**src/cfd_pkg.sv**
```systemverilog
// Shared constants and types for the command frame deframer.
`default_nettype none

package cfd_pkg;

   localparam logic [7:0] HDR_FIRST   = 8'hAA;
   localparam logic [7:0] HDR_SECOND  = 8'hAF;
   localparam logic [7:0] FUNC_LIMIT  = 8'hF1;
   localparam logic [7:0] ACK_FUNC    = 8'hEF;
   localparam logic [7:0] ACK_LEN     = 8'h02;
   localparam logic [7:0] GROUP_LO    = 8'h10;
   localparam logic [7:0] GROUP_HI    = 8'h15;
   localparam logic [7:0] MAX_PAYLOAD = 8'd49;

   // Sum of the four fixed leading bytes of the acknowledgement.
   localparam logic [7:0] ACK_SUM_BASE = 8'(HDR_FIRST + HDR_FIRST + ACK_FUNC + ACK_LEN);

   // Byte positions within the acknowledgement frame.
   localparam logic [2:0] ACK_POS_HDR0 = 3'd0;
   localparam logic [2:0] ACK_POS_HDR1 = 3'd1;
   localparam logic [2:0] ACK_POS_FUNC = 3'd2;
   localparam logic [2:0] ACK_POS_LEN  = 3'd3;
   localparam logic [2:0] ACK_POS_CMD  = 3'd4;
   localparam logic [2:0] ACK_POS_CHK  = 3'd5;
   localparam logic [2:0] ACK_POS_SUM  = 3'd6;

   // Request from the parser to start an acknowledgement burst.
   typedef struct packed {
      logic       fire;
      logic [7:0] func;
      logic [7:0] check;
   } ack_req_type;

endpackage

`default_nettype wire

```
**src/command_frame_deframer_with_ack.sv**
```systemverilog
// Top level of the command frame deframer with acknowledgement reply.
//
//   Channel  Direction  Handshake           Payload
//   req      in         req_valid/stall     req_rx_byte[7:0]
//   rsp      out        rsp_valid/stall     rsp_tx_byte[7:0], rsp_tx_last
//
// A received request byte is parsed in the cycle it is accepted; the parser
// state registers take the update at that edge, so one byte can enter every cycle.
// A good checksum byte for a parameter-group function loads the sender, which
// presents the seven acknowledgement bytes one per cycle from its output register,
// unless stalled, starting in the cycle after the checksum byte is taken.
// While a reply is still going out, only a byte in the checksum position is held
// off; all other bytes keep flowing. That checksum byte waits until the last
// reply byte is taken, so a stalling receiver holds it off for as long as it
// stalls.
// Reset is synchronous and active high and returns the parser to header hunting.
`default_nettype none

module command_frame_deframer_with_ack
   import cfd_pkg::*;
(
   input  wire logic        clock,
   input  wire logic        reset,
   input  wire logic        req_valid,
   output logic             req_stall,
   input  wire logic [7:0]  req_rx_byte,
   output logic             rsp_valid,
   input  wire logic        rsp_stall,
   output logic [7:0]       rsp_tx_byte,
   output logic             rsp_tx_last
);

   logic        at_check;
   logic        req_take;
   ack_req_type ack_req;

   // Only the checksum byte can start a new reply, so it alone waits for the
   // sender to drain the previous one.
   assign req_stall = at_check && rsp_valid;
   assign req_take  = req_valid && !req_stall;

   cfd_parser u_parser (
      .clock    (clock),
      .reset    (reset),
      .take     (req_take),
      .rx_byte  (req_rx_byte),
      .at_check (at_check),
      .ack_req  (ack_req)
   );

   cfd_ack_tx u_ack_tx (
      .clock     (clock),
      .reset     (reset),
      .ack_req   (ack_req),
      .out_stall (rsp_stall),
      .out_valid (rsp_valid),
      .out_byte  (rsp_tx_byte),
      .out_last  (rsp_tx_last)
   );

`ifndef SYNTH
   // A new reply never starts while the previous one is still going out.
   assert property (@(posedge clock) disable iff (reset) ack_req.fire |-> !rsp_valid)
      else $error("reply started while sender busy");

   // A started reply appears next cycle with the first header byte.
   assert property (@(posedge clock) disable iff (reset)
      ack_req.fire |=> (rsp_valid && (rsp_tx_byte == HDR_FIRST) && !rsp_tx_last))
      else $error("reply did not start with header");

   // Taking the final byte ends the burst.
   assert property (@(posedge clock) disable iff (reset)
      (rsp_valid && !rsp_stall && rsp_tx_last) |=> !rsp_valid)
      else $error("reply continued past final byte");
`endif

endmodule

`default_nettype wire

```
**src/cfd_parser.sv**
```systemverilog
// Frame parser: tracks header, function, length, payload and checksum.
`default_nettype none

module cfd_parser
   import cfd_pkg::*;
(
   input  wire logic        clock,
   input  wire logic        reset,
   input  wire logic        take,
   input  wire logic [7:0]  rx_byte,
   output logic             at_check,
   output ack_req_type      ack_req
);

   typedef enum logic [2:0] {
      PH_HUNT  = 3'd0,
      PH_HDR2  = 3'd1,
      PH_FUNC  = 3'd2,
      PH_LEN   = 3'd3,
      PH_DATA  = 3'd4,
      PH_CHECK = 3'd5
   } phase_type;

   phase_type   phase_ff, phase_in;
   logic [5:0]  left_ff, left_in;
   logic [7:0]  sum_ff, sum_in;
   logic [7:0]  func_ff, func_in;
   logic [7:0]  sum_plus;
   logic [5:0]  left_dec;

   assign sum_plus = sum_ff + rx_byte;
   assign left_dec = left_ff - 6'd1;

   always_comb begin
      phase_in      = phase_ff;
      left_in       = left_ff;
      sum_in        = sum_ff;
      func_in       = func_ff;
      ack_req.fire  = 1'b0;
      ack_req.func  = func_ff;
      ack_req.check = rx_byte;
      if (take) begin
         case (phase_ff)
            PH_HUNT: begin
               if (rx_byte == HDR_FIRST) begin
                  phase_in = PH_HDR2;
                  sum_in   = rx_byte;
               end
            end
            PH_HDR2: begin
               if (rx_byte == HDR_SECOND) begin
                  phase_in = PH_FUNC;
                  sum_in   = sum_plus;
               end else begin
                  phase_in = PH_HUNT;
               end
            end
            PH_FUNC: begin
               if (rx_byte < FUNC_LIMIT) begin
                  phase_in = PH_LEN;
                  func_in  = rx_byte;
                  sum_in   = sum_plus;
               end else begin
                  phase_in = PH_HUNT;
               end
            end
            PH_LEN: begin
               if (rx_byte <= MAX_PAYLOAD) begin
                  phase_in = PH_DATA;
                  left_in  = rx_byte[5:0];
                  sum_in   = sum_plus;
               end else begin
                  phase_in = PH_HUNT;
               end
            end
            PH_DATA: begin
               // A zero-length frame is dropped at the byte after its length.
               if (left_ff != 6'd0) begin
                  left_in = left_dec;
                  sum_in  = sum_plus;
                  if (left_dec == 6'd0) begin
                     phase_in = PH_CHECK;
                  end
               end else begin
                  phase_in = PH_HUNT;
               end
            end
            PH_CHECK: begin
               phase_in     = PH_HUNT;
               ack_req.fire = (rx_byte == sum_ff) && (func_ff >= GROUP_LO)
                              && (func_ff <= GROUP_HI);
            end
            default: begin
               phase_in = PH_HUNT;
            end
         endcase
      end
   end

   assign at_check = (phase_ff == PH_CHECK);

   always_ff @(posedge clock) begin
      if (reset) begin
         phase_ff <= PH_HUNT;
         left_ff  <= 6'd0;
         sum_ff   <= 8'd0;
         func_ff  <= 8'd0;
      end else begin
         phase_ff <= phase_in;
         left_ff  <= left_in;
         sum_ff   <= sum_in;
         func_ff  <= func_in;
      end
   end

endmodule

`default_nettype wire

```
**src/cfd_ack_tx.sv**
```systemverilog
// Acknowledgement sender: serializes the seven-byte reply into an output register.
`default_nettype none

module cfd_ack_tx
   import cfd_pkg::*;
(
   input  wire logic        clock,
   input  wire logic        reset,
   input  wire ack_req_type ack_req,
   input  wire logic        out_stall,
   output logic             out_valid,
   output logic [7:0]       out_byte,
   output logic             out_last
);

   logic        valid_ff, valid_in;
   logic [2:0]  pos_ff, pos_in;
   logic [7:0]  byte_ff, byte_in;
   logic        last_ff, last_in;
   logic [7:0]  func_ff, func_in;
   logic [7:0]  check_ff, check_in;
   logic [7:0]  total_ff, total_in;
   logic        advance;

   assign advance = valid_ff && !out_stall;

   always_comb begin
      valid_in = valid_ff;
      pos_in   = pos_ff;
      func_in  = func_ff;
      check_in = check_ff;
      total_in = total_ff;
      if (ack_req.fire) begin
         valid_in = 1'b1;
         pos_in   = ACK_POS_HDR0;
         func_in  = ack_req.func;
         check_in = ack_req.check;
         total_in = ACK_SUM_BASE + ack_req.func + ack_req.check;
      end else if (advance) begin
         if (pos_ff == ACK_POS_SUM) begin
            valid_in = 1'b0;
         end else begin
            pos_in = pos_ff + 3'd1;
         end
      end

      case (pos_in)
         ACK_POS_HDR0: byte_in = HDR_FIRST;
         ACK_POS_HDR1: byte_in = HDR_FIRST;
         ACK_POS_FUNC: byte_in = ACK_FUNC;
         ACK_POS_LEN:  byte_in = ACK_LEN;
         ACK_POS_CMD:  byte_in = func_in;
         ACK_POS_CHK:  byte_in = check_in;
         ACK_POS_SUM:  byte_in = total_in;
         default:      byte_in = total_in;
      endcase
      last_in = (pos_in == ACK_POS_SUM);
   end

   always_ff @(posedge clock) begin
      if (reset) begin
         valid_ff <= 1'b0;
         pos_ff   <= ACK_POS_HDR0;
      end else begin
         valid_ff <= valid_in;
         pos_ff   <= pos_in;
      end
      byte_ff  <= byte_in;
      last_ff  <= last_in;
      func_ff  <= func_in;
      check_ff <= check_in;
      total_ff <= total_in;
   end

   assign out_valid = valid_ff;
   assign out_byte  = byte_ff;
   assign out_last  = last_ff;

endmodule

`default_nettype wire

```
**config.mk**
```make
export PLATFORM = sky130hd
export DESIGN_NAME = command_frame_deframer_with_ack
export DESIGN_NICKNAME = d
export VERILOG_FILES = /design/src/cfd_pkg.sv /design/src/command_frame_deframer_with_ack.sv /design/src/cfd_parser.sv /design/src/cfd_ack_tx.sv
export SDC_FILE = /design/constraint.sdc
export NUM_CORES = 1
export LEC_CHECK = 0
export ABC_AREA = 0
export ABC_CLOCK_PERIOD_IN_PS = 2900
export BUFFER_PORTS_ARGS = -buffer_cell sky130_fd_sc_hd__buf_2
export CORE_MARGIN = 2
export CORE_UTILIZATION = 50
export CTS_CLUSTER_DIAMETER = 30
export DETAILED_ROUTE_END_ITERATION = 7
export PLACE_DENSITY = 0.7
export SLEW_MARGIN = 10
export SYNTH_ARGS = -nofsm -noshare
export SYNTH_HDL_FRONTEND = slang
export SYNTH_HIERARCHICAL = 1
export SYNTH_SLANG_ARGS = --single-unit
```
**constraint.sdc**
```tcl
create_clock -name clock -period 2.9 [get_ports clock]
set_clock_uncertainty 0.1 [all_clocks]
set_input_delay 0.58 -clock clock [delete_from_list [all_inputs] [get_ports clock]]
set_output_delay 0.58 -clock clock [all_outputs]
set_load 0.01 [all_outputs]
```
### Yosys cells after proc, flatten, opt, wreduce, memory -nomap -nowiden

Cells that the tools add are included.

| operators by class | value |
|---|---|
| equality and inequality tests | 21 |
| add/sub/neg operators | 5 |
| reductions and logical operators | 21 |
| $lt $le $gt $ge | 4 |
| mux-type cells | 28 |

Operators by type and width:

| kind | count |
|---|---|
| $pmux W8 S5 | 2 |
| $mux W8 | 8 |
| $mux W3 | 7 |
| $eq A3 B3 Y1 const B | 6 |
| $add A8 B8 Y8 | 2 |
| $eq A8 B8 Y1 const B | 2 |
| $pmux W3 S5 | 1 |
| $eq A3 B2 Y1 const B | 4 |
| $mux W6 | 2 |
| $pmux W6 S2 | 1 |
| $ne A2 B1 Y1 const B | 5 |
| $add A7 B8 Y8 const A | 1 |
| $eq A8 B8 Y1 | 1 |
| $ge A8 B5 Y1 const B | 1 |
| $le A8 B5 Y1 const B | 1 |
| $le A8 B6 Y1 const B | 1 |
| $lt A8 B8 Y1 const B | 1 |
| $reduce_and A7 Y1 | 1 |
| $eq A3 B1 Y1 const B | 2 |
| $logic_not A3 Y1 | 2 |
| $logic_not A6 Y1 | 1 |
| $reduce_and A3 Y1 | 2 |
| $reduce_bool A2 Y1 | 3 |
| $reduce_bool A6 Y1 | 1 |
| 11 further kinds | 21 |

| word-level totals | value |
|---|---|
| output and inout port bits | 11 |
| bits in registers | 62 |

### Depth between registers and ports, before layout

Gate-level depths: netlist (run 1).

| depth | value |
|---|---|
| word-level depth | 9 |
| depth in mapped cells | 11 |
| gate-level depth less buffers | 10 |

### By module

Netlist (run 1), hierarchy kept.

By module, submodules not included:

| module | area each (µm²) | sequential area each (µm²) | cells an instance | instances |
|---|---|---|---|---|
| cfd_ack_tx | 1834.3 | 740.7 | 165 | 1 |
| cfd_parser | 1814.2 | 500.5 | 228 | 1 |
| command_frame_deframer_with_ack | 13.8 | 0.0 | 2 | 1 |

### Worst setup path before layout (run 1)

OpenSTA, ideal clock, no wires.

| timing | value |
|---|---|
| path kind | input to register |
| start | in req_rx_byte[1] |
| end | reg u_ack_tx.byte_ff[3], in the netlist u_ack_tx/out_byte[3] |
| stages | 10 |
| required time | 2.678 ns |
| library setup time | 0.122 ns |
| slack | -0.256 ns |
| path buffers | 1 |
| arrival time | 2.934 ns |
| cell sequence | ha_1 > or4_1 > a2111oi_0 > nand4_1 > nor2_1 > buf_4 > nor2_1 > a31oi_4 > mux2_1 > a2bb2oi_2 |

RTL lines:

| what | RTL line | RTL |
|---|---|---|
| start, declared | command_frame_deframer_with_ack.sv:26 | `input wire logic [7:0] req_rx_byte,` |
| end signal, assigned | cfd_ack_tx.sv:68 | `byte_ff <= byte_in;` |
| end, declared | cfd_ack_tx.sv:18 | `logic [7:0] byte_ff, byte_in;` |

==> flow_metrics.tcl, run 1 <==
set metrics [dict create \
    cts_tree "yes" \
    utilization 0.588 \
    synth_edf_count 0 \
    critPathLaunchType "input pin" \
    drc 0 \
    fin_crit_sh 0.962 \
    p_int_mw 1.40 \
    crit_slowest_cell "or4_4" \
    synthCells 395 \
    synth_cell_types 69 \
    cts_root_buffer "clkbuf_8" \
    clk_pin_slew_ns 0.07 \
    end_kind "flop" \
    grt_usage 0.225 \
    path_common_cell "buf_12" \
    clock_power_share 0.474 \
    status "finished clean" \
    p_switching_mw 0.453 \
    path_buf_inv 3 \
    num_vias 2958 \
    clk_latency_ns 0.34 \
    cp_slowest_stage_delay_ns 0.49 \
    synth_most_common_cell "dfxtp_1" \
    r2r_end "u_ack_tx/out_byte[7]" \
    hpwl_um 6060 \
    yosys-top-cells-area "dfxtp_1 34%, ha_1 8.5%, mux2i_1 6.6%, mux2_2 6.1%, nor2_1 3.4%" \
    synth_top_area_share 0.339 \
    first_pass_iters 4 \
    arrival_ns 2.91 \
    syn_avg_cell_area_um2 9.27 \
    rsz0062_at_grt "no" \
    die_area_um2 8030 \
    layout.cells.non_filler 530 \
    leakagePower_nw 1.85 \
    seqPwrFrac 0.461 \
    synth_area_um2 3660 \
    fillers 642 \
    layout-drive-gt1-share 0.255 \
    path_delay_family "simple AND/OR/NAND/NOR gates" \
    syn2layout_area_growth_pct 15.1 \
    ant_nets 0 \
    r2r-start "u_parser/sum_ff[1]" \
    period_needed_ns 2.79 \
    synth_top_flop_cell "dfxtp_1" \
    synth_seq_area_share 0.339 \
    setup-violations-final 0 \
    stdcell_area_um2 4220 \
    maxCapViolCount 0 \
    switching_share 0.245 \
    crit_chain "buf_2 > ha_4 > or4_4 > a2111oi_4 > nand4_1 > nor2_2 > buf_12 > a211oi_4 > a31oi_4 > buf_12 > mux2_4 > a2bb2oi_1" \
    worst-path-max-fanout 16 \
    syn_nets 434 \
    synth_commonest_cells "62 x dfxtp_1, 33 x nor2_1, 31 x nand2_1" \
    wl_per_cell_um 15.6 \
    grt_max_degree 31 \
    portBuffers 22 \
    pwr_density_cell_nw_per_um2 438 \
    setup_tns_ns 0 \
    max_slew_margin 0.581 \
    grt_pass1_vias 2827 \
    drt_iter0_drc 179 \
    hp-start "u_parser/sum_ff[7]" \
    tightestPinTransition_ns 0.624 \
    critPathRequiredTime_ns 3.02 \
    finalMaxSlewViolations 0 \
    finalWirelength_um 8270 \
    overflow 0 \
    ios 23 \
    grt_pass1_wl_um 13700 \
    cts_inserted_buffers 9 \
    vdd_drop_max_mv 0.226 \
    min_to "u_parser/sum_ff[7]" \
    via_per_inst 5.58 \
    placed_area_um2 3990 \
    worstSetupPathType "in2reg" \
    fp-row-count 31 \
    whs_path_depth 2 \
    yosys_warnings 6 \
    routabilityCongestion 0.870 \
    numPlacedInstances 514 \
    power_mw 1.85 \
    yosysTopAreaCell "dfxtp_1" \
    hold_buffers 0 \
    ys_ff_latch 62 \
    async_reset_ff_frac 0 \
    htree_levels 3 \
    diodes 0 \
    clock-sinks 62 \
    dieWidth_um 89.6 \
    initial_core_util 0.510 \
    core_area_um2 7180 \
    nets 465 \
    fmax_mhz 358 \
    r2r_cells 11 \
    comb_power_share 0.065 \
    hold_viol 0 \
    clock_path_buffers 2 \
    r2r_setup_slack_ns 0.13 \
    die_h_um 89.6 \
    antenna_found_initial 0 \
    hold_class "reg2reg" \
]
kinds of logic (layout without fill, tap and decap cells):
kind of cell / Yosys count / count (layout) / share of synthesized area
compound gates: 79 / 79 / 0.163
xor+xnor: 12 / 12 / 0.0287
fa+ha+maj: 27 / 27 / 0.0963
buf+inv: 50 / 86 / 0.0745
flops: 62 / 62 / 0.339
mux: 47 / 47 / 0.138
simple gates: 118 / 118 / 0.161
flip-flops by register name, indices dropped and copies added, names as in the netlist:
signal and cells:
u_ack_tx/total_ff 8, u_parser/func_ff 8, u_ack_tx/check_ff 8, u_parser/phase_ff 3, u_ack_tx/pos_ff 3, u_ack_tx/out_last 1, u_ack_tx/func_ff 8, u_parser/sum_ff 8
u_parser/left_ff 6, u_ack_tx/out_byte 8, u_ack_tx/out_valid 1
power groups by stage:
stage	clock network, mW	registers, mW	logic, mW
6_report	0.876	0.851	0.121
5_1_grt	0.927	0.851	0.135
4_1_cts	0.894	0.851	0.121
3_5_place_dp	0	0.871	0.120
3_3_place_gp	0	0.871	0.119
2_1_floorplan	0	0.871	0.0761
worst max-delay path by stage:
stage	start	end	slack, ns	depth (start not counted)
after floorplan	req_rx_byte[1]	u_ack_tx/out_byte[3]	-0.04	10
after global placement	req_rx_byte[1]	u_ack_tx/out_byte[5]	-0.21	12
after detailed placement	req_rx_byte[1]	u_ack_tx/out_byte[3]	-0.24	12
after CTS	u_parser/sum_ff[1]	u_ack_tx/out_byte[7]	0.06	11
after global routing	u_parser/sum_ff[1]	u_ack_tx/out_byte[7]	0.03	11
final	req_rx_byte[1]	u_ack_tx/out_byte[7]	0.11	12
cell type report:
| class | instances | area, um2 | area share |
|---|---|---|---|
| Clock inverter | 7 | 103 | 0.0243 |
| Clock buffer | 9 | 124 | 0.0294 |
| Multi-Input combinational cell | 283 | 2210 | 0.523 |
| Sequential cell | 62 | 1240 | 0.295 |
| Tap cell | 99 | 124 | 0.0294 |
| Inverter | 24 | 90.1 | 0.0214 |
| Timing Repair Buffer | 46 | 328 | 0.0777 |
stage by stage:
stage	hold slack, ns	setup WS [ns]
after global placement	0.358	-0.210
final	0.372	0.109
after CTS	0.376	0.0638
after detailed placement	0.363	-0.237
after floorplan	0.328	-0.0389
after global routing	0.396	0.0301
worst register-to-register path: stages, from the launching register on:
cell	delay, ns
dfxtp_2	0.37
ha_4	0.21
or4_4	0.49
a2111oi_4	0.19
nand4_1	0.14
nor2_2	0.16
buf_12	0.17
a211oi_4	0.06
a31oi_4	0.18
buf_12	0.15
mux2_4	0.30
a2bb2oi_1	0.13
what timing repair did:
action	in CTS	in global routing
resized for setup	0	2
hold endpoints to repair	0	0
setup buffers	0	0
endpoints found under the setup margin	0	6
layer usage:
metal,vias to the layer above,part of all wire,track usage
li1,1464,-,-
met2,80,0.47,0.372
met5,-,0,0
met3,17,0.047,0.0338
met1,1397,0.46,0.300
met4,0,0.020,0.0787
cell usage in the layout (no fill, tap or decap), types with 20 or more instances in the layout:
cell	n
buf_2	22
inv_1	24
mux2i_1	24
mux2_2	20
ha_1	23
dfxtp_1	61
nor2_1	31
a21oi_1	20
nand2_1	31
buf_4	21
Power figures use the tool's default switching activity.
==> inputs of run 2 (changes only) <==
--- a/config.mk
+++ b/config.mk
@@ -9,10 +9,11 @@
 export ABC_CLOCK_PERIOD_IN_PS = 2900
 export BUFFER_PORTS_ARGS = -buffer_cell sky130_fd_sc_hd__buf_2
 export CORE_MARGIN = 2
-export CORE_UTILIZATION = 50
+export CORE_UTILIZATION = 55
 export CTS_CLUSTER_DIAMETER = 30
 export DETAILED_ROUTE_END_ITERATION = 7
-export PLACE_DENSITY = 0.7
+export MAX_ROUTING_LAYER = met4
+export PLACE_DENSITY = 0.76
 export SLEW_MARGIN = 10
 export SYNTH_ARGS = -nofsm -noshare
 export SYNTH_HDL_FRONTEND = slang
==> run 2 against run 1 <==
Effect of this change: die area shrank 8.7%; maximum frequency decreased by 0.24%; core utilization rose by 7.2 points; sequential cell count unchanged; final cell count shrank 3.6%; total power increased by 0.20%; critical path depth down 2; sequential power about the same; register-to-register slack lost 0.03 ns; via count grew 1.1%; largest power group unchanged; highest routed layer unchanged.
==> flow_metrics.tcl, run 2 (synthesized netlist as in run 1, its figures left out) <==
set metrics [dict create \
    status "finished clean" \
    vdd_drop_max_mv 0.297 \
    r2r_end "u_ack_tx/out_byte[7]" \
    critPathLaunchType "flop" \
    layout_commonest_cell "dfxtp_1" \
    period_needed_ns 2.80 \
    hold_buffers 0 \
    clock_path_buffers 2 \
    p_int_mw 1.41 \
    fmax_mhz 357 \
    r2r_cells 10 \
    first_pass_iters 5 \
    worstSetupPathType "reg2reg" \
    finalMaxSlewViolations 0 \
    num_vias 2990 \
    nets 468 \
    layout_common_cells "62 x dfxtp_1, 31 x nand2_1, 31 x nor2_1" \
    worstSetupEndpoint "u_ack_tx/out_byte[7]" \
    hold_viol 0 \
    via_per_inst 5.85 \
    finalWirelength_um 8480 \
    fp-row-count 29 \
    seqPwrFrac 0.460 \
    hp-start "u_parser/sum_ff[7]" \
    cts_inserted_buffers 9 \
    setup_tns_ns 0 \
    worst-path-max-fanout 13 \
    ios 23 \
    dieWidth_um 85.6 \
    crit_slowest_cell "or4_4" \
    antenna_found_initial 0 \
    switching_share 0.237 \
    cts_tree "yes" \
    htree_levels 3 \
    post-cts-setup-buffer-count 0 \
    syn2layout_area_growth_pct 15.1 \
    grt_usage 0.259 \
    pwr_density_cell_nw_per_um2 439 \
    clk_pin_slew_ns 0.07 \
    core_area_um2 6390 \
    diodes 0 \
    layout-drive-gt1-share 0.256 \
    overflow 0 \
    r2r_setup_slack_ns 0.10 \
    hpwl_um 6240 \
    clock_power_share 0.474 \
    wl_per_cell_um 16.6 \
    clk_latency_ns 0.35 \
    arrival_ns 2.93 \
    fin_crit_sh 0.965 \
    critPathRequiredTime_ns 3.03 \
    power_mw 1.85 \
    cts_resized 0 \
    clock-sinks 62 \
    end_kind "flop" \
    grt_pass1_wl_um 14300 \
    cp_slowest_stage_delay_ns 0.48 \
    maxCapViolCount 0 \
    initial_core_util 0.573 \
    rsz0062_at_grt "no" \
    crit_chain "ha_4 > or4_4 > a2111oi_4 > nand4_1 > nor2_2 > buf_12 > buf_4 > a311o_1 > mux2i_1 > a2bb2oi_1" \
    comb_power_share 0.066 \
    crit_start "u_parser/sum_ff[1]" \
    leakagePower_nw 1.86 \
    setup-violations-final 0 \
    die_area_um2 7330 \
    ant_nets 0 \
    drc 0 \
    grt_max_degree 31 \
    routabilityCongestion 0.878 \
    die_h_um 85.6 \
    p_switching_mw 0.438 \
    portBuffers 22 \
    r2r-start "u_parser/sum_ff[1]" \
    tightestPinTransition_ns 0.659 \
    hold_class "reg2reg" \
    cts_root_buffer "clkbuf_8" \
    drt_iter0_drc 176 \
    grt_pass1_vias 2949 \
    max_slew_margin 0.557 \
]
## run 2: cell types whose count changed in the layout (fill, tap and decap cells not counted)
cell	previous run	this run
buf_4	21	24
clkbuf_8	9	10
dfxtp_2	1	0
dfxtp_1	61	62
inv_6	4	1
clkinv_4	0	2
a311o_2	1	0
a311o_1	0	1
## run 2: routing by layer
layer | wire length (um) | vias to the layer above | share of wire | global-route usage
li1 | - | 1467 | - | -
met1 | 3870 | 1408 | 0.46 | 0.329
met2 | 4050 | 94 | 0.48 | 0.402
met3 | 361 | 21 | 0.043 | 0.0472
met4 | 201 | 0 | 0.024 | 0.118
met5 | 0 | - | 0 | -
## run 2: stage by stage
step	area [um2]	std cells	utilization	hold WS (ns)	worst slack, ns
finish	4210	511	0.660	0.372	0.103
global route	4210	511	0.660	0.401	0.0392
CTS	4210	511	0.660	0.375	0.106
detailed placement	3980	495	0.624	0.359	-0.230
global placement	3980	495	0.624	0.356	-0.191
floorplan	3720	395	-	0.328	-0.0389
## run 2: how the worst min path moves through the flow
stage / cells after the start / end / slack (ns)
finish: 2 / u_parser/sum_ff[7] / 0.37
global route: 2 / u_parser/sum_ff[7] / 0.40
CTS: 2 / u_parser/sum_ff[7] / 0.38
detailed placement: 2 / u_ack_tx/total_ff[0] / 0.36
global placement: 2 / u_ack_tx/total_ff[0] / 0.36
floorplan: 2 / u_ack_tx/total_ff[6] / 0.33
## run 2: power by group through the flow
stage	Combinational (mW)	Sequential (mW)	Clock (mW)
after floorplan	0.0761	0.871	0
after global placement	0.118	0.871	0
after detailed placement	0.121	0.871	0
after CTS	0.122	0.851	0.889
after global routing	0.135	0.851	0.929
final	0.122	0.851	0.878
## run 2: area by class of cell
type | count | area, um2
multi-input combinational | 283 | 2200
fill | 493 | 2170
sequential | 62 | 1240
timing repair buffer | 49 | 350
clock buffer | 10 | 138
tap | 77 | 96.3
clock inverter | 6 | 93.8
inverter | 24 | 90.1
## run 2: critical path: cells and delay by family (launching register included)
family,cells,cell delay [ns]
simple gates,3,0.78
compound gates,3,0.58
flops,1,0.39
buf+inv,2,0.30
mux,1,0.29
fa+ha+maj,1,0.23
